==> src/rtl/core/dmjc_pkg.sv <==
`timescale 1ns / 1ps
`default_nettype none

package dmjc_pkg;

   // Longest run window that a start item may arm.
   localparam logic [15:0] MaxRunMs = 16'd60000;

   // Operation codes carried by an input item.
   typedef enum logic [1:0] {
      OpTick     = 2'd0,
      OpRun      = 2'd1,
      OpDispense = 2'd2,
      OpStop     = 2'd3
   } op_type;

   // Result codes reported with every result item.
   typedef enum logic [2:0] {
      ResNone    = 3'd0,
      ResRunning = 3'd1,
      ResDone    = 3'd2,
      ResTimeout = 3'd3,
      ResJam     = 3'd4,
      ResAborted = 3'd5,
      ResRefused = 3'd6
   } result_type;

   // Motor bridge drive codes.
   typedef enum logic [1:0] {
      DriveOff  = 2'd0,
      DriveOne  = 2'd1,
      DriveZero = 2'd2
   } drive_type;

   // Operation mode of the controller.
   typedef enum logic [1:0] {
      ModeIdle     = 2'd0,
      ModeRun      = 2'd1,
      ModeDispense = 2'd2
   } mode_type;

   // Configuration register indexes.
   typedef enum logic [2:0] {
      CsrStallWindow     = 3'd0,
      CsrReverseTime     = 3'd1,
      CsrMaxRetries      = 3'd2,
      CsrChuteRefractory = 3'd3,
      CsrChuteActive     = 3'd4
   } csr_index_type;

   // Configuration reset values.
   localparam logic [15:0] StallWindowReset     = 16'd0;
   localparam logic [15:0] ReverseTimeReset     = 16'd400;
   localparam logic [3:0]  MaxRetriesReset      = 4'd3;
   localparam logic [15:0] ChuteRefractoryReset = 16'd1000;
   localparam logic        ChuteActiveReset     = 1'b1;

   typedef struct packed {
      logic [15:0] stall_window_ms;
      logic [15:0] reverse_time_ms;
      logic [3:0]  max_retries;
      logic [15:0] chute_refractory_ms;
      logic        chute_active_level;
   } cfg_type;

   typedef struct packed {
      logic [1:0]  operation;
      logic [31:0] now_ms;
      logic        rotor_level;
      logic        chute_level;
      logic [15:0] motor_ma;
      logic        emitters_ok;
      logic        direction;
      logic [31:0] run_ms;
      logic [15:0] jam_threshold_ma;
      logic [7:0]  parcel_target;
   } req_type;

   typedef struct packed {
      logic [1:0]  motor_drive;
      logic        busy_res;
      logic [2:0]  result_code;
      logic        recovering;
      logic [7:0]  parcels_delivered;
      logic [15:0] revolutions;
      logic [15:0] peak_current_ma;
      logic [3:0]  retries_used;
   } rsp_type;

   typedef struct packed {
      mode_type    mode;
      drive_type   drive;
      logic        forward_dir;
      logic        reverse_phase;
      logic [31:0] deadline;
      logic [31:0] phase_end;
      logic [7:0]  target_count;
      logic [7:0]  parcel_count;
      logic [15:0] rev_count;
      logic        rotor_prev;
      logic        chute_prev;
      logic [31:0] last_advance;
      logic [31:0] chute_lock_until;
      logic [15:0] jam_limit;
      logic [3:0]  retry_count;
      logic [15:0] peak_current;
      result_type  result;
   } state_type;

endpackage

`default_nettype wire

==> src/rtl/core/dmjc_ifs.sv <==
`timescale 1ns / 1ps
`default_nettype none

// Input item channel.
interface dmjc_req_if;
   logic        valid;
   logic        ready;
   logic [1:0]  operation;
   logic [31:0] now_ms;
   logic        rotor_level;
   logic        chute_level;
   logic [15:0] motor_ma;
   logic        emitters_ok;
   logic        direction;
   logic [31:0] run_ms;
   logic [15:0] jam_threshold_ma;
   logic [7:0]  parcel_target;

   modport source (
      output valid, operation, now_ms, rotor_level, chute_level, motor_ma,
             emitters_ok, direction, run_ms, jam_threshold_ma, parcel_target,
      input  ready
   );
   modport sink (
      input  valid, operation, now_ms, rotor_level, chute_level, motor_ma,
             emitters_ok, direction, run_ms, jam_threshold_ma, parcel_target,
      output ready
   );
endinterface

// Result item channel.
interface dmjc_rsp_if;
   logic        valid;
   logic        ready;
   logic [1:0]  motor_drive;
   logic        busy_res;
   logic [2:0]  result_code;
   logic        recovering;
   logic [7:0]  parcels_delivered;
   logic [15:0] revolutions;
   logic [15:0] peak_current_ma;
   logic [3:0]  retries_used;

   modport source (
      output valid, motor_drive, busy_res, result_code, recovering,
             parcels_delivered, revolutions, peak_current_ma, retries_used,
      input  ready
   );
   modport sink (
      input  valid, motor_drive, busy_res, result_code, recovering,
             parcels_delivered, revolutions, peak_current_ma, retries_used,
      output ready
   );
endinterface

// Configuration write channel.
interface dmjc_csr_if;
   logic        valid;
   logic        ready;
   logic [2:0]  index;
   logic [15:0] data;

   modport source (output valid, index, data, input ready);
   modport sink (input valid, index, data, output ready);
endinterface

`default_nettype wire

==> src/rtl/core/dmjc_csr.sv <==
`timescale 1ns / 1ps
`default_nettype none

module dmjc_csr (
   input  wire logic              clock,
   input  wire logic              reset,
   dmjc_csr_if.sink               csr,
   output dmjc_pkg::cfg_type      cfg
);

   dmjc_pkg::cfg_type cfg_ff;
   dmjc_pkg::cfg_type cfg_in;

   // Writes are always taken.
   assign csr.ready = 1'b1;

   // Decode the register index; unknown indexes are dropped.
   always_comb begin
      cfg_in = cfg_ff;
      if (csr.valid) begin
         case (dmjc_pkg::csr_index_type'(csr.index))
            dmjc_pkg::CsrStallWindow:     cfg_in.stall_window_ms     = csr.data;
            dmjc_pkg::CsrReverseTime:     cfg_in.reverse_time_ms     = csr.data;
            dmjc_pkg::CsrMaxRetries:      cfg_in.max_retries         = csr.data[3:0];
            dmjc_pkg::CsrChuteRefractory: cfg_in.chute_refractory_ms = csr.data;
            dmjc_pkg::CsrChuteActive:     cfg_in.chute_active_level  = csr.data[0];
            default: ;
         endcase
      end
   end

   always_ff @(posedge clock) begin
      if (reset) begin
         cfg_ff.stall_window_ms     <= dmjc_pkg::StallWindowReset;
         cfg_ff.reverse_time_ms     <= dmjc_pkg::ReverseTimeReset;
         cfg_ff.max_retries         <= dmjc_pkg::MaxRetriesReset;
         cfg_ff.chute_refractory_ms <= dmjc_pkg::ChuteRefractoryReset;
         cfg_ff.chute_active_level  <= dmjc_pkg::ChuteActiveReset;
      end else begin
         cfg_ff <= cfg_in;
      end
   end

   assign cfg = cfg_ff;

endmodule

`default_nettype wire

==> src/rtl/core/dmjc_step.sv <==
`timescale 1ns / 1ps
`default_nettype none

module dmjc_step (
   input  wire dmjc_pkg::state_type state,
   input  wire dmjc_pkg::cfg_type   cfg,
   input  wire dmjc_pkg::req_type   item,
   output dmjc_pkg::state_type      state_next,
   output dmjc_pkg::rsp_type        result
);

   // True once the wrapping timestamp has reached the mark.
   function automatic logic reached(input logic [31:0] now, input logic [31:0] mark);
      logic [31:0] diff;
      diff = now - mark;
      return ~diff[31];
   endfunction

   // Motor off and controller idle.
   function automatic dmjc_pkg::state_type halt(input dmjc_pkg::state_type s);
      dmjc_pkg::state_type t;
      t = s;
      t.drive = dmjc_pkg::DriveOff;
      t.mode = dmjc_pkg::ModeIdle;
      t.reverse_phase = 1'b0;
      return t;
   endfunction

   // Drive toward a direction, or stop with a refusal when emitter power is bad.
   function automatic dmjc_pkg::state_type drive_dir(input dmjc_pkg::state_type s,
                                                     input logic d, input logic ok);
      dmjc_pkg::state_type t;
      t = s;
      if (!ok) begin
         t = halt(s);
         t.result = dmjc_pkg::ResRefused;
      end else begin
         t.drive = d ? dmjc_pkg::DriveOne : dmjc_pkg::DriveZero;
      end
      return t;
   endfunction

   dmjc_pkg::state_type v;
   dmjc_pkg::op_type    op;
   logic [15:0]         run_clamped;
   logic [31:0]         since;
   logic [7:0]          pc_new;
   logic                parcel_hit;
   logic                jam_i;
   logic                stall;

   assign op = dmjc_pkg::op_type'(item.operation);
   assign run_clamped = (item.run_ms > {16'd0, dmjc_pkg::MaxRunMs}) ?
                        dmjc_pkg::MaxRunMs : item.run_ms[15:0];

   // One item's state update, in the order the controller evaluates it.
   always_comb begin
      v = state;
      since = 32'd0;
      pc_new = state.parcel_count;
      parcel_hit = 1'b0;
      jam_i = 1'b0;
      stall = 1'b0;
      case (op)
         dmjc_pkg::OpTick: begin
            if (state.drive != dmjc_pkg::DriveOff) begin
               if (item.motor_ma > v.peak_current) begin
                  v.peak_current = item.motor_ma;
               end
               if (reached(item.now_ms, state.deadline)) begin
                  // Run window expired.
                  v.result = (state.mode == dmjc_pkg::ModeDispense) ?
                             dmjc_pkg::ResTimeout : dmjc_pkg::ResDone;
                  v = halt(v);
               end else begin
                  // Rotor rising edge marks an advance.
                  if (item.rotor_level && !state.rotor_prev) begin
                     v.rev_count = v.rev_count + 16'd1;
                     v.last_advance = item.now_ms;
                  end
                  v.rotor_prev = item.rotor_level;
                  if (state.reverse_phase) begin
                     // End of a reverse move resumes forward drive.
                     if (reached(item.now_ms, state.phase_end)) begin
                        v.reverse_phase = 1'b0;
                        v = drive_dir(v, state.forward_dir, item.emitters_ok);
                        v.chute_prev = item.chute_level;
                        v.last_advance = item.now_ms;
                     end
                  end else begin
                     // Chute edge into the active level counts a parcel.
                     parcel_hit = (state.mode == dmjc_pkg::ModeDispense) &&
                                  (item.chute_level == cfg.chute_active_level) &&
                                  (state.chute_prev != cfg.chute_active_level) &&
                                  reached(item.now_ms, state.chute_lock_until);
                     if (parcel_hit) begin
                        pc_new = (state.parcel_count != 8'hFF) ?
                                 state.parcel_count + 8'd1 : state.parcel_count;
                        v.parcel_count = pc_new;
                        v.chute_lock_until = item.now_ms + {16'd0, cfg.chute_refractory_ms};
                     end
                     if (parcel_hit && (pc_new >= state.target_count)) begin
                        v.result = dmjc_pkg::ResDone;
                        v = halt(v);
                     end else begin
                        v.chute_prev = item.chute_level;
                        jam_i = (state.jam_limit != 16'd0) &&
                                (item.motor_ma > state.jam_limit);
                        if (state.mode == dmjc_pkg::ModeDispense) begin
                           // Current or stall jam: reverse, or give up at the limit.
                           since = item.now_ms - v.last_advance;
                           stall = (cfg.stall_window_ms != 16'd0) && !since[31] &&
                                   (since > {16'd0, cfg.stall_window_ms});
                           if (jam_i || stall) begin
                              if (state.retry_count >= cfg.max_retries) begin
                                 v.result = dmjc_pkg::ResJam;
                                 v = halt(v);
                              end else begin
                                 v.retry_count = state.retry_count + 4'd1;
                                 v.reverse_phase = 1'b1;
                                 v.phase_end = item.now_ms + {16'd0, cfg.reverse_time_ms};
                                 v = drive_dir(v, ~state.forward_dir, item.emitters_ok);
                                 v.last_advance = item.now_ms;
                              end
                           end
                        end else if (jam_i) begin
                           v.result = dmjc_pkg::ResJam;
                           v = halt(v);
                        end
                     end
                  end
               end
            end
         end
         dmjc_pkg::OpStop: begin
            v = halt(v);
            v.result = dmjc_pkg::ResAborted;
         end
         dmjc_pkg::OpRun, dmjc_pkg::OpDispense: begin
            // Start restarts the operation from scratch.
            v.mode = (op == dmjc_pkg::OpDispense) ? dmjc_pkg::ModeDispense : dmjc_pkg::ModeRun;
            v.reverse_phase = 1'b0;
            v.forward_dir = item.direction;
            v.target_count = (op == dmjc_pkg::OpDispense) ? item.parcel_target : 8'd0;
            v.parcel_count = 8'd0;
            v.rev_count = 16'd0;
            v.retry_count = 4'd0;
            v.peak_current = 16'd0;
            v.chute_lock_until = 32'd0;
            v.jam_limit = item.jam_threshold_ma;
            v.result = dmjc_pkg::ResRunning;
            v.deadline = item.now_ms + {16'd0, run_clamped};
            v.last_advance = item.now_ms;
            v = drive_dir(v, item.direction, item.emitters_ok);
            v.rotor_prev = item.rotor_level;
            v.chute_prev = item.chute_level;
         end
         default: ;
      endcase
   end

   assign state_next = v;

   // Result fields come from the updated state.
   assign result.motor_drive       = v.drive;
   assign result.busy_res          = (v.drive != dmjc_pkg::DriveOff);
   assign result.result_code       = v.result;
   assign result.recovering        = v.reverse_phase;
   assign result.parcels_delivered = v.parcel_count;
   assign result.revolutions       = v.rev_count;
   assign result.peak_current_ma   = v.peak_current;
   assign result.retries_used      = v.retry_count;

endmodule

`default_nettype wire

==> src/rtl/core/dispense_motor_jam_controller.sv <==
`timescale 1ns / 1ps
`default_nettype none

// Feeder motor controller with jam recovery.
// Items arrive on req: start a timed run, start a dispense, tick with a
// timestamp and sensor samples, or stop. Every accepted item yields exactly
// one result item on rsp with the motor drive, result code, counters and
// peak current after that item. The user is to write registers on csr by
// index only while the block is idle; the block itself does not enforce this;
// writes are always taken. An accepted item lands in the input register, and
// its result is registered in the result register once that is free, which
// raises rsp.valid. Throughput: one item per cycle while rsp does not stall,
// set by the combinational state update between the input register and the
// state and result registers.
// When rsp stalls, the result register holds and the input register takes
// one more item; req.ready drops only when both are full.
// Reset clears the state to idle with motor off and result none, loads the
// register defaults and empties both pipeline registers.
module dispense_motor_jam_controller (
   input  wire logic clock,
   input  wire logic reset,
   dmjc_req_if.sink  req,
   dmjc_rsp_if.source rsp,
   dmjc_csr_if.sink  csr
);

   dmjc_pkg::cfg_type   cfg;
   dmjc_pkg::req_type   req_ff;
   dmjc_pkg::req_type   req_in;
   logic                req_valid_ff;
   logic                req_valid_in;
   dmjc_pkg::state_type state_ff;
   dmjc_pkg::state_type state_in;
   dmjc_pkg::rsp_type   rsp_ff;
   dmjc_pkg::rsp_type   rsp_in;
   logic                rsp_valid_ff;
   logic                rsp_valid_in;
   logic                advance;
   logic                take;

   dmjc_csr u_csr (
      .clock (clock),
      .reset (reset),
      .csr   (csr),
      .cfg   (cfg)
   );

   dmjc_step u_step (
      .state      (state_ff),
      .cfg        (cfg),
      .item       (req_ff),
      .state_next (state_in),
      .result     (rsp_in)
   );

   // Handshake: the held item moves on when the result register is free.
   assign advance = req_valid_ff && (!rsp_valid_ff || rsp.ready);
   assign req.ready = !req_valid_ff || advance;
   assign take = req.valid && req.ready;

   assign req_in.operation        = req.operation;
   assign req_in.now_ms           = req.now_ms;
   assign req_in.rotor_level      = req.rotor_level;
   assign req_in.chute_level      = req.chute_level;
   assign req_in.motor_ma         = req.motor_ma;
   assign req_in.emitters_ok      = req.emitters_ok;
   assign req_in.direction        = req.direction;
   assign req_in.run_ms           = req.run_ms;
   assign req_in.jam_threshold_ma = req.jam_threshold_ma;
   assign req_in.parcel_target    = req.parcel_target;

   assign req_valid_in = take ? 1'b1 : (advance ? 1'b0 : req_valid_ff);
   assign rsp_valid_in = advance ? 1'b1 : (rsp.ready ? 1'b0 : rsp_valid_ff);

   // Control registers and controller state.
   always_ff @(posedge clock) begin
      if (reset) begin
         req_valid_ff              <= 1'b0;
         rsp_valid_ff              <= 1'b0;
         state_ff.mode             <= dmjc_pkg::ModeIdle;
         state_ff.drive            <= dmjc_pkg::DriveOff;
         state_ff.forward_dir      <= 1'b1;
         state_ff.reverse_phase    <= 1'b0;
         state_ff.deadline         <= 32'd0;
         state_ff.phase_end        <= 32'd0;
         state_ff.target_count     <= 8'd0;
         state_ff.parcel_count     <= 8'd0;
         state_ff.rev_count        <= 16'd0;
         state_ff.rotor_prev       <= 1'b0;
         state_ff.chute_prev       <= 1'b0;
         state_ff.last_advance     <= 32'd0;
         state_ff.chute_lock_until <= 32'd0;
         state_ff.jam_limit        <= 16'd0;
         state_ff.retry_count      <= 4'd0;
         state_ff.peak_current     <= 16'd0;
         state_ff.result           <= dmjc_pkg::ResNone;
      end else begin
         req_valid_ff <= req_valid_in;
         rsp_valid_ff <= rsp_valid_in;
         if (advance) begin
            state_ff <= state_in;
         end
      end
   end

   // Payload registers.
   always_ff @(posedge clock) begin
      if (take) begin
         req_ff <= req_in;
      end
      if (advance) begin
         rsp_ff <= rsp_in;
      end
   end

   assign rsp.valid             = rsp_valid_ff;
   assign rsp.motor_drive       = rsp_ff.motor_drive;
   assign rsp.busy_res          = rsp_ff.busy_res;
   assign rsp.result_code       = rsp_ff.result_code;
   assign rsp.recovering        = rsp_ff.recovering;
   assign rsp.parcels_delivered = rsp_ff.parcels_delivered;
   assign rsp.revolutions       = rsp_ff.revolutions;
   assign rsp.peak_current_ma   = rsp_ff.peak_current_ma;
   assign rsp.retries_used      = rsp_ff.retries_used;

endmodule

`default_nettype wire

==> src/flat_wrapper.sv <==
// flat-port wrapper written by rule: the top's interface ports become plain ports
module dispense_motor_jam_controller_flat 
  (clock, reset, req_valid, req_operation, req_now_ms, req_rotor_level, req_chute_level, req_motor_ma, req_emitters_ok, req_direction, req_run_ms, req_jam_threshold_ma, req_parcel_target, req_ready, rsp_valid, rsp_motor_drive, rsp_busy_res, rsp_result_code, rsp_recovering, rsp_parcels_delivered, rsp_revolutions, rsp_peak_current_ma, rsp_retries_used, rsp_ready, csr_valid, csr_index, csr_data, csr_ready);
  dmjc_req_if req_i ();
  dmjc_rsp_if rsp_i ();
  dmjc_csr_if csr_i ();
  input  wire logic clock;
  input  wire logic reset;
  input wire logic [$bits(req_i.valid)-1:0] req_valid;
  input wire logic [$bits(req_i.operation)-1:0] req_operation;
  input wire logic [$bits(req_i.now_ms)-1:0] req_now_ms;
  input wire logic [$bits(req_i.rotor_level)-1:0] req_rotor_level;
  input wire logic [$bits(req_i.chute_level)-1:0] req_chute_level;
  input wire logic [$bits(req_i.motor_ma)-1:0] req_motor_ma;
  input wire logic [$bits(req_i.emitters_ok)-1:0] req_emitters_ok;
  input wire logic [$bits(req_i.direction)-1:0] req_direction;
  input wire logic [$bits(req_i.run_ms)-1:0] req_run_ms;
  input wire logic [$bits(req_i.jam_threshold_ma)-1:0] req_jam_threshold_ma;
  input wire logic [$bits(req_i.parcel_target)-1:0] req_parcel_target;
  output wire logic [$bits(req_i.ready)-1:0] req_ready;
  output wire logic [$bits(rsp_i.valid)-1:0] rsp_valid;
  output wire logic [$bits(rsp_i.motor_drive)-1:0] rsp_motor_drive;
  output wire logic [$bits(rsp_i.busy_res)-1:0] rsp_busy_res;
  output wire logic [$bits(rsp_i.result_code)-1:0] rsp_result_code;
  output wire logic [$bits(rsp_i.recovering)-1:0] rsp_recovering;
  output wire logic [$bits(rsp_i.parcels_delivered)-1:0] rsp_parcels_delivered;
  output wire logic [$bits(rsp_i.revolutions)-1:0] rsp_revolutions;
  output wire logic [$bits(rsp_i.peak_current_ma)-1:0] rsp_peak_current_ma;
  output wire logic [$bits(rsp_i.retries_used)-1:0] rsp_retries_used;
  input wire logic [$bits(rsp_i.ready)-1:0] rsp_ready;
  input wire logic [$bits(csr_i.valid)-1:0] csr_valid;
  input wire logic [$bits(csr_i.index)-1:0] csr_index;
  input wire logic [$bits(csr_i.data)-1:0] csr_data;
  output wire logic [$bits(csr_i.ready)-1:0] csr_ready;
  assign req_i.valid = req_valid;
  assign req_i.operation = req_operation;
  assign req_i.now_ms = req_now_ms;
  assign req_i.rotor_level = req_rotor_level;
  assign req_i.chute_level = req_chute_level;
  assign req_i.motor_ma = req_motor_ma;
  assign req_i.emitters_ok = req_emitters_ok;
  assign req_i.direction = req_direction;
  assign req_i.run_ms = req_run_ms;
  assign req_i.jam_threshold_ma = req_jam_threshold_ma;
  assign req_i.parcel_target = req_parcel_target;
  assign req_ready = req_i.ready;
  assign rsp_valid = rsp_i.valid;
  assign rsp_motor_drive = rsp_i.motor_drive;
  assign rsp_busy_res = rsp_i.busy_res;
  assign rsp_result_code = rsp_i.result_code;
  assign rsp_recovering = rsp_i.recovering;
  assign rsp_parcels_delivered = rsp_i.parcels_delivered;
  assign rsp_revolutions = rsp_i.revolutions;
  assign rsp_peak_current_ma = rsp_i.peak_current_ma;
  assign rsp_retries_used = rsp_i.retries_used;
  assign rsp_i.ready = rsp_ready;
  assign csr_i.valid = csr_valid;
  assign csr_i.index = csr_index;
  assign csr_i.data = csr_data;
  assign csr_ready = csr_i.ready;
  dispense_motor_jam_controller u_core (.clock(clock), .reset(reset), .req(req_i), .rsp(rsp_i), .csr(csr_i));
endmodule
==> config.mk <==
export PLATFORM = sky130hd
export DESIGN_NAME = dispense_motor_jam_controller_flat
export DESIGN_NICKNAME = d
export VERILOG_FILES = /design/src/rtl/core/dmjc_pkg.sv /design/src/rtl/core/dmjc_ifs.sv /design/src/rtl/core/dmjc_csr.sv /design/src/rtl/core/dmjc_step.sv /design/src/rtl/core/dispense_motor_jam_controller.sv /design/src/flat_wrapper.sv
export SDC_FILE = /design/constraint.sdc
export NUM_CORES = 1
export LEC_CHECK = 0
export BUFFER_PORTS_ARGS = -buffer_cell sky130_fd_sc_hd__buf_2
export CORE_AREA = 10 10 245 247
export CTS_BUF_LIST = sky130_fd_sc_hd__clkbuf_8
export CTS_CLUSTER_SIZE = 16
export DETAILED_ROUTE_END_ITERATION = 10
export DIE_AREA = 0 0 255 257
export GPL_ROUTABILITY_DRIVEN = 0
export PLACE_DENSITY = 0.62
export SYNTH_ARGS = -nofsm -noshare
export SYNTH_HDL_FRONTEND = slang
export SYNTH_SLANG_ARGS = --single-unit
==> constraint.sdc <==
create_clock -name clock -period 6.5 [get_ports clock]
set_input_delay 0.65 -clock clock [delete_from_list [all_inputs] [get_ports clock]]
set_output_delay 0.65 -clock clock [all_outputs]
set_load 0.05 [all_outputs]
Word level (Yosys, flattened, before mapping)
Index checks and enable logic that the tools add are counted.

operators by class
  equal/unequal tests = 23
  order comparisons = 6
  $add $sub $neg = 10
  reduce and logical (&&, ||, !) cells = 37
  bitwise operators = 4
  muxes and demuxes = 42

operators with widths
  operator                 number
  $mux W207                9
  $pmux W207 S3            1
  $mux W202                1
  $mux W32                 5
  $sub A32 B32 Y32         4
  $add A32 B16 Y32         3
  $mux W8                  7
  $mux W16                 3
  $gt A16 B16 Y1           2
  $gt A32 B16 Y1           1
  $gt A32 B16 Y1 const B   1
  $reduce_bool A16 Y1      2
  $mux W2                  9
  $add A16 B1 Y16 const B  1
  $ne A2 B2 Y1 const B     7
  $ne A6 B5 Y1 const B     2
  $logic_and A1 B1 Y1      10
  $reduce_and A10 Y1       1
  $reduce_and A2 Y1        5
  $reduce_and A5 Y1        2
  $add A8 B1 Y8 const B    1
  $ge A8 B8 Y1             1
  $ne A8 B8 Y1 const B     1
  $reduce_bool A2 Y1       4
  other kinds (23)         39

word-level totals
  input port bits = 134
  output and inout port bits = 54
  word-level logic and storage cells = 164
  register bits after elaboration = 423

Depth between registers and ports, before layout
Gate-level depths: netlist of run 1.

  depth after elaboration = 19
  depth in mapped cells = 29

Cells and area by module
Synthesis of run 1 repeated with hierarchy kept, for this count alone.

second synthesis, totals
  cell total of the unflattened synthesis = 3430
  area total of the unflattened synthesis = 30732.0 sq um

by module, submodules not included
  module                         times used  area an instance (sq um)  cells each
  dmjc_step                      1           14407.6                   2153
  dispense_motor_jam_controller  1           14123.5                   1068
  dmjc_csr                       1           2200.9                    209

Least setup slack after synthesis of run 1
Ideal clock, no wire load.

  kind = register -> register
  start point = register u_core.req_ff[75] (netlist name)
  end point = register u_core.rsp_ff (netlist bit u_core.rsp.busy_res), data pin
  stages on the path, launching flop included = 29
  required time = 6.229 ns
  data arrival time = 5.161 ns
  clock period less this slack = 5.432 ns
  slack = 1.068 ns
  setup time = 0.271 ns
  cells stage by stage = edfxtp_1 > nor2b_1 > clkbuf_1 > clkbuf_1 > nor2_1 > a21oi_1 > ha_1 > a211o_1 > a21oi_1 > nand2_1 > o21ai_0 > and2_1 > o21ai_0 > a21o_1 > a21oi_1 > xnor2_1 > ha_1 > nand3_1 > nor2_1 > a221oi_1 > nor2_1 > a31oi_1 > nand4_1 > nor4b_2 > nand4_1 > o211ai_2 > a211oi_1 > a211oi_1 > nand3_1

RTL lines
  element                 RTL line                              text
  from (decl)             dispense_motor_jam_controller.sv:28   dmjc_pkg::req_type req_ff;
  from (signal assigned)  dispense_motor_jam_controller.sv:109  req_ff <= req_in;
  to (signal assigned)    dispense_motor_jam_controller.sv:112  rsp_ff <= rsp_in;
  to (decl)               dispense_motor_jam_controller.sv:34   dmjc_pkg::rsp_type rsp_ff;

Worst setup path after layout of run 1
  start point = register u_core.req_ff[75] (netlist name)
  end point = register u_core.state_ff[153] (netlist name)

between the ends
  longest elaborated chain between the ends = 12
  elaborated cells on any way between the ends = 13

RTL lines
  element                                                 RTL line                              text
  $logic_and A1 B1 Y1 (*)                                 dmjc_step.sv:77                       if (item.rotor_level && !state.rotor_prev) begin
  $mux W32 (*)                                            dmjc_step.sv:77
  $mux W32 (*)                                            dmjc_step.sv:70                       if (reached(item.now_ms, state.deadline)) begin
  $mux W32 (*)                                            dmjc_step.sv:66                       if (state.drive != dmjc_pkg::DriveOff) begin
  $mux W32 (*)                                            dmjc_step.sv:64                       case (op)
  $sub A32 B32 Y32 (*)                                    dmjc_step.sv:111                      since = item.now_ms - v.last_advance;
  branches (longest 2 deep; another with $gt A32 B16 Y1)  n/a
  $logic_and A1 B1 Y1 (*)                                 dmjc_step.sv:112                      stall = (cfg.stall_window_ms != 16'd0) && !since[31] &&
  $logic_or A1 B1 Y1 (*)                                  dmjc_step.sv:114                      if (jam_i || stall) begin
  $ne A2 B2 Y1 (no line) (*)                              n/a
  $reduce_and A10 Y1 (no line) (*)                        n/a
  to (signal assigned)                                    dispense_motor_jam_controller.sv:101  state_ff <= state_in;
  to (decl)                                               dispense_motor_jam_controller.sv:32   dmjc_pkg::state_type state_ff;

Mark *: on every way between the ends. The select of a mux whose other input is x is not followed.
A chain may end at the register's enable or synchronous reset.

==> impl_metrics.env, run 1 <==
export IMPL_yosysWarnings=0
export IMPL_finalHoldViolCount=0
export IMPL_power_frac_comb_pct=16.7
export IMPL_cts_tree="done"
export IMPL_max_clock_path_buffers=3
export IMPL_synth_edf_count=161
export IMPL_cts_root_buf="clkbuf_8"
export IMPL_die_area_um2=65500
export IMPL_crit_fanout=32
export IMPL_crit_type="reg -> reg"
export IMPL_stdcell_count=3693
export IMPL_max_freq_mhz=165
export IMPL_area_growth_syn_to_layout_pct=13.8
export IMPL_switching_share_pct=29.6
export IMPL_worst_pin_slew_ns=1.26
export IMPL_grt_ovfl_total=0
export IMPL_cts_made_buffers=77
export IMPL_dr_pass1_iters=7
export IMPL_finalWorstPathRequiredPeriod_ns=6.06
export IMPL_p_leak_nw=11.0
export IMPL_internal_power_w=0.00462
export IMPL_nets=3299
export IMPL_crit_buf_inv=1
export IMPL_ys_seq_area_share_pct=41.0
export IMPL_cp_slowest_cell="edfxtp_1"
export IMPL_initial_core_util_pct=44.8
export IMPL_layout_common_cells="281 x inv_1, 270 x nand2_1, 262 x dfxtp_1, 236 x ha_1, 227 x a21oi_1"
export IMPL_crit_path_start_kind="flop"
export IMPL_end_kind="flop"
export IMPL_ir_drop_mv=0.149
export IMPL_seqPwrFrac_pct=44.5
export IMPL_dp_cells=3545
export IMPL_num_vias=21000
export IMPL_first_iter_violations=1522
export IMPL_cp_top_family="compound AO/OA/AOI/OAI gates"
export IMPL_antenna_found_initial=1
export IMPL_grt_pass1_wl_um=113000
export IMPL_grt_max_degree=89
export IMPL_p_sw_w=0.00194
export IMPL_ys_flop_type="dfxtp_1"
export IMPL_clk_pin_slew_worst_paths_ns=0.06
export IMPL_ys_ff_latch=423
export IMPL_maxSlewHeadroom_pct=15.7
export IMPL_drive_gt1_share_pct=13.5
export IMPL_p_per_area_nw_per_um2=235
export IMPL_ant_nets=0
export IMPL_rows=86
export IMPL_io_pins=188
export IMPL_setup_violations=0
export IMPL_port_buffers=186
export IMPL_die_x_um=255
export IMPL_status="complete, no violations"
export IMPL_rsz0062_at_grt="no"
export IMPL_grt_pass1_vias=20800
export IMPL_arrival_ns=6.58
export IMPL_drc=0
export IMPL_cpPeakStageDelay_ns=0.42
export IMPL_async_reset_ff_share_pct=0
export IMPL_totalWireLength_um=71400
export IMPL_cts_hold_buf=0
export IMPL_die_y_um=257
export IMPL_synth_area_um2=24600
export IMPL_p_clk_share_pct=38.8
export IMPL_htreeDepth=3
export IMPL_slew_violations=0
export IMPL_cp_required_ns=7.02
export IMPL_syn_num_nets=3102
export IMPL_syn_inst=2728
export IMPL_post_route_period_util_pct=93.2
export IMPL_setup_tns_ns=0
export IMPL_synth_distinct_cells=80
export IMPL_final_common_cell="inv_1"
export IMPL_via_per_inst=5.70
export IMPL_clkLatencyLatePin_ns=0.68
export IMPL_worst_clock_skew_ns=0.0372
export IMPL_grt_use_total_pct=21.3
export IMPL_design_core_area_um2=54900
export IMPL_place_hpwl_um=52100
export IMPL_post_drt_wl_per_cell_um=19.3
export IMPL_hold_class="in -> reg"
export IMPL_syn_area_per_cell_um2=9.01
export IMPL_fillers=5176
export IMPL_clkSinkCount=423
export IMPL_cap_violations=0
[metal layers]
metal	vias up	track usage [%]	wire length, µm	share of wire [%]
met5	-	0	0	0
met4	0	6.30	1950	2.7
met1	10100	27.3	31300	44
met2	603	35.8	33900	48
li1	10200	-	-	-
met3	136	3.94	4160	5.8
[power groups by stage]
stage,Clock (W),Sequential (W),Combinational (W)
after floorplan,0,0.00301,0.000696
after global placement,0,0.00297,0.00104
after detailed placement,0,0.00297,0.00107
after CTS,0.00261,0.00292,0.00108
after global routing,0.00274,0.00293,0.00121
final,0.00255,0.00292,0.00110
[layout make-up]
type,instances,area [µm²],area share (%)
Clock inverter,51,302,1.08
Timing Repair Buffer,236,1360,4.85
Tap cell,704,881,3.15
Inverter,255,957,3.42
Clock buffer,91,1250,4.48
Antenna cell,1,2.50,0.00894
Multi-Input combinational cell,1932,13100,47.0
Sequential cell,423,10100,36.0
[cells by family after synthesis]
family / share of synthesized area [%]
muxes: 1.47
and+or+nand+nor: 15.8
xor gates and xnor gates: 4.31
adders and majority gates: 12.3
DFF: 41.0
buffers and inverters: 5.90
other: 0.0152
AOI/OAI and AO/OA: 19.2
[sequential cells by signal (all words and copies together) (netlist names), 2 cells and up]
name	cells
u_core.req_ff	110
u_core.rsp.motor_drive	2
u_core.rsp.parcels_delivered	8
u_core.rsp.peak_current_ma	16
u_core.rsp.result_code	3
u_core.rsp.retries_used	4
u_core.rsp.revolutions	16
u_core.state_ff	207
u_core.u_csr.cfg	53
[synth_stat cells, types with 36 or more instances]
cell | n | area share (%)
nand4_1 | 36 | 0.92
nand2_1 | 270 | 4.1
a21oi_1 | 227 | 4.6
nor3_1 | 36 | 0.73
dfxtp_1 | 262 | 21
o21ai_0 | 105 | 2.1
nor2_1 | 202 | 3.1
nand3_1 | 85 | 1.7
clkbuf_1 | 92 | 1.4
ha_1 | 236 | 12
inv_1 | 253 | 3.9
a21o_1 | 65 | 2.0
xnor2_1 | 90 | 3.2
edfxtp_1 | 161 | 20
[per-stage QoR]
| stage | util, % | power, W | hold slack [ns] | cell area [µm²] | setup slack (ns) |
|---|---|---|---|---|---|
| 2_1_floorplan | - | 0.00371 | 0.425 | 24600 | 1.07 |
| 3_3_place_gp | 48.0 | 0.00402 | 0.437 | 26300 | 0.388 |
| 3_5_place_dp | 48.0 | 0.00404 | 0.444 | 26300 | 0.142 |
| 6_report | 51.0 | 0.00656 | 0.148 | 28000 | 0.441 |
| 5_1_grt | 51.0 | 0.00687 | 0.110 | 28000 | 0.0215 |
| 4_1_cts | 50.8 | 0.00661 | 0.0926 | 27900 | 0.105 |
[repair_timing]
| action | 4_1_cts | 5_1_grt |
|---|---|---|
| buffers inserted | 0 | 3 |
| gates resized for setup | 0 | 4 |
| setup endpoints to repair | 0 | 66 |
[final timing paths]
kind,from,to,slack [ns],cells past startpoint
setup reg to reg,u_core.req_ff[75],u_core.state_ff[153],0.44,27
setup / recovery,u_core.req_ff[75],u_core.state_ff[153],0.44,27
hold / removal,req_now_ms[13],u_core.req_ff[89],0.15,1
hold reg to reg,u_core.state_ff[57],u_core.state_ff[57],0.45,2
No activity file was read; power rests on OpenSTA's default activity.
==> inputs of run 2 (changes only) <==
--- a/config.mk
+++ b/config.mk
@@ -6,11 +6,11 @@
 export NUM_CORES = 1
 export LEC_CHECK = 0
 export BUFFER_PORTS_ARGS = -buffer_cell sky130_fd_sc_hd__buf_2
-export CORE_AREA = 10 10 245 247
+export CORE_AREA = 4 4 239 241
 export CTS_BUF_LIST = sky130_fd_sc_hd__clkbuf_8
 export CTS_CLUSTER_SIZE = 16
 export DETAILED_ROUTE_END_ITERATION = 10
-export DIE_AREA = 0 0 255 257
+export DIE_AREA = 0 0 243 245
 export GPL_ROUTABILITY_DRIVEN = 0
 export PLACE_DENSITY = 0.62
 export SYNTH_ARGS = -nofsm -noshare
==> run 2 against run 1 <==
  * Cell count did not move
  * Combinational power barely moved
  * Count of clock-buffer cells in the layout fell by 4
  * Die area fell by 9.2%
  * Power fell by 1.6%
  * Design area fell by 0.25%
  * Sequential cell count did not move
  * Sequential share of layout area rose by 0.090 points
  * Register-to-register slack improved by 0.13 ns
  * Critical endpoint is now u_core.state_ff[167]
  * Highest routed layer is now met5
==> impl_metrics.env, run 2 (synthesis results as in run 1) <==
export IMPL_ir_drop_mv=0.142
export IMPL_die_area_um2=59500
export IMPL_r2r_slack_ns=0.58
export IMPL_design_core_area_um2=54900
export IMPL_cts_tree="done"
export IMPL_holdPathStages=1
export IMPL_cts_root_buf="clkbuf_8"
export IMPL_p_leak_nw=11.0
export IMPL_slew_violations=0
export IMPL_status="complete, no violations"
export IMPL_seqPwrFrac_pct=45.2
export IMPL_grt_pass1_wl_um=111000
export IMPL_totalWireLength_um=70400
export IMPL_hold_class="in -> reg"
export IMPL_path_cells="nor2b_4 -> nand2_1 -> o21ai_0 -> ha_1 -> inv_1 -> fa_1 -> a211oi_1 -> o211ai_1 -> a31o_2 -> a21oi_1 -> xnor2_1 -> ha_1 -> a21oi_1 -> o221ai_1 -> a221oi_1 -> nor2_1 -> a31oi_1 -> nand4_1 -> nor4b_2 -> nand4_1 -> o211ai_4 -> a211oi_2 -> o22ai_4 -> o2bb2ai_1"
export IMPL_rr_endpoint="u_core.state_ff[167]"
export IMPL_crit_fanout=16
export IMPL_clk_pin_slew_worst_paths_ns=0.06
export IMPL_p_sw_w=0.00190
export IMPL_largest_reg_flops=207
export IMPL_cts_made_buffers=78
export IMPL_crit_type="reg -> reg"
export IMPL_post_drt_wl_per_cell_um=19.1
export IMPL_worstReg2RegStart="u_core.req_ff[75]"
export IMPL_max_freq_mhz=169
export IMPL_area_growth_syn_to_layout_pct=13.5
export IMPL_final_common_cell="inv_1"
export IMPL_grt_max_degree=88
export IMPL_internal_power_w=0.00456
export IMPL_stdcell_count=3693
export IMPL_post_route_period_util_pct=91.1
export IMPL_worst_clock_skew_ns=0.0326
export IMPL_nets=3302
export IMPL_switching_share_pct=29.4
export IMPL_port_buffers=186
export IMPL_cts_hold_buf=0
export IMPL_dr_pass1_iters=5
export IMPL_rsz0062_at_grt="no"
export IMPL_power_frac_comb_pct=17.0
export IMPL_setup_tns_ns=0
export IMPL_htreeDepth=3
export IMPL_finalHoldViolCount=0
export IMPL_dp_cells=3547
export IMPL_grt_ovfl_total=0
export IMPL_cap_violations=0
export IMPL_first_iter_violations=1593
export IMPL_p_clk_share_pct=37.8
export IMPL_setup_violations=0
export IMPL_via_per_inst=5.69
export IMPL_r2r_cells=24
export IMPL_cp_required_ns=7.09
export IMPL_num_vias=21000
export IMPL_clkLatencyLatePin_ns=0.67
export IMPL_end_kind="flop"
export IMPL_drive_gt1_share_pct=13.1
export IMPL_cpPeakStageDelay_ns=0.53
export IMPL_arrival_ns=6.51
export IMPL_hold_start="req_now_ms[22]"
export IMPL_drc=0
export IMPL_whs_endpoint="u_core.req_ff[98]"
export IMPL_finalCoreUtilization_pct=50.9
export IMPL_max_clock_path_buffers=3
export IMPL_crit_path_start_kind="flop"
export IMPL_io_pins=188
export IMPL_worst_pin_slew_ns=1.18
export IMPL_grt_pass1_vias=20600
export IMPL_regMostFlops="u_core.state_ff"
export IMPL_place_hpwl_um=51200
export IMPL_p_per_area_nw_per_um2=231
export IMPL_maxSlewHeadroom_pct=21.3
export IMPL_finalWorstPathRequiredPeriod_ns=5.92
export IMPL_cp_slowest_cell="o22ai_4"
export IMPL_die_x_um=243
export IMPL_layout_common_cells="293 x inv_1, 270 x nand2_1, 262 x dfxtp_1, 236 x ha_1, 227 x a21oi_1"
export IMPL_antenna_found_initial=1
export IMPL_antenna_cells=0
export IMPL_total_power_w=0.00646
export IMPL_initial_core_util_pct=44.8
export IMPL_die_y_um=245
export IMPL_ant_nets=0
export IMPL_rows=86
export IMPL_grt_use_total_pct=23.0
export IMPL_clkSinkCount=423
export IMPL_fillers=5184
[run 2: cell count changes in the layout (fill, tap and decap cells not counted), moves of 4 or more]
cell,previous run,this run
clkinv_2,10,4
buf_4,45,49
inv_1,281,293
clkbuf_8,91,87
[run 2: worst max-delay path: cells and delay by family (launching register included)]
family	cells	cell delay [ns]
DFF	1	0.43
and+or+nand+nor	6	1.07
xor gates and xnor gates	1	0.16
AOI/OAI and AO/OA	13	3.22
adders and majority gates	3	0.89
buffers and inverters	1	0.05
[run 2: area by class of cell]
class / instances / area (µm²) / area share, %
multi-input cells: 1932 / 13200 / 47.2
flip-flops and latches: 423 / 10100 / 36.1
well taps: 704 / 881 / 3.16
clock inverters: 54 / 277 / 0.991
inverters: 255 / 957 / 3.43
clock buffers: 87 / 1200 / 4.29
repair buffers: 238 / 1360 / 4.86
[run 2: how the worst max path moves through the flow]
stage                           start                   end  slack (ns)  cells after the start
floorplan           u_core.req_ff[75]   u_core.rsp.busy_res        1.07                     28
global placement    u_core.req_ff[75]  u_core.state_ff[138]        0.45                     26
detailed placement  u_core.req_ff[75]  u_core.state_ff[156]        0.40                     26
CTS                 u_core.req_ff[75]  u_core.state_ff[167]        0.35                     26
global route        u_core.req_ff[75]  u_core.state_ff[167]       0.002                     26
finish              u_core.req_ff[75]  u_core.state_ff[167]        0.58                     24
[run 2: what timing repair did]
action / 4_1_cts / 5_1_grt
endpoints found under the hold margin: 0 / 0
setup buffers: 0 / 3
setup endpoints to repair: 0 / 66
resized for setup: 0 / 4
[run 2: through the flow]
step,hold WS (ns),cell area (µm²),worst slack [ns]
finish,0.157,27900,0.576
global route,0.120,27900,0.00194
CTS,0.0933,27800,0.351
detailed placement,0.442,26400,0.403
global placement,0.439,26400,0.452
floorplan,0.425,24600,1.07
[run 2: per-layer routing]
metal | wire, µm | track usage (%) | up-vias
met3 | 3950 | 4.34 | 156
met2 | 32700 | 37.6 | 622
met4 | 2500 | 9.30 | 2
li1 | - | - | 10200
met1 | 31200 | 30.1 | 10000
met5 | 13 | 0 | -
[run 2: power groups by stage]
stage / Sequential [W] / Clock, W / Combinational [W]
finish: 0.00292 / 0.00244 / 0.00110
global route: 0.00293 / 0.00263 / 0.00122
CTS: 0.00292 / 0.00252 / 0.00108
detailed placement: 0.00297 / 0 / 0.00107
global placement: 0.00297 / 0 / 0.00105
floorplan: 0.00301 / 0 / 0.000696
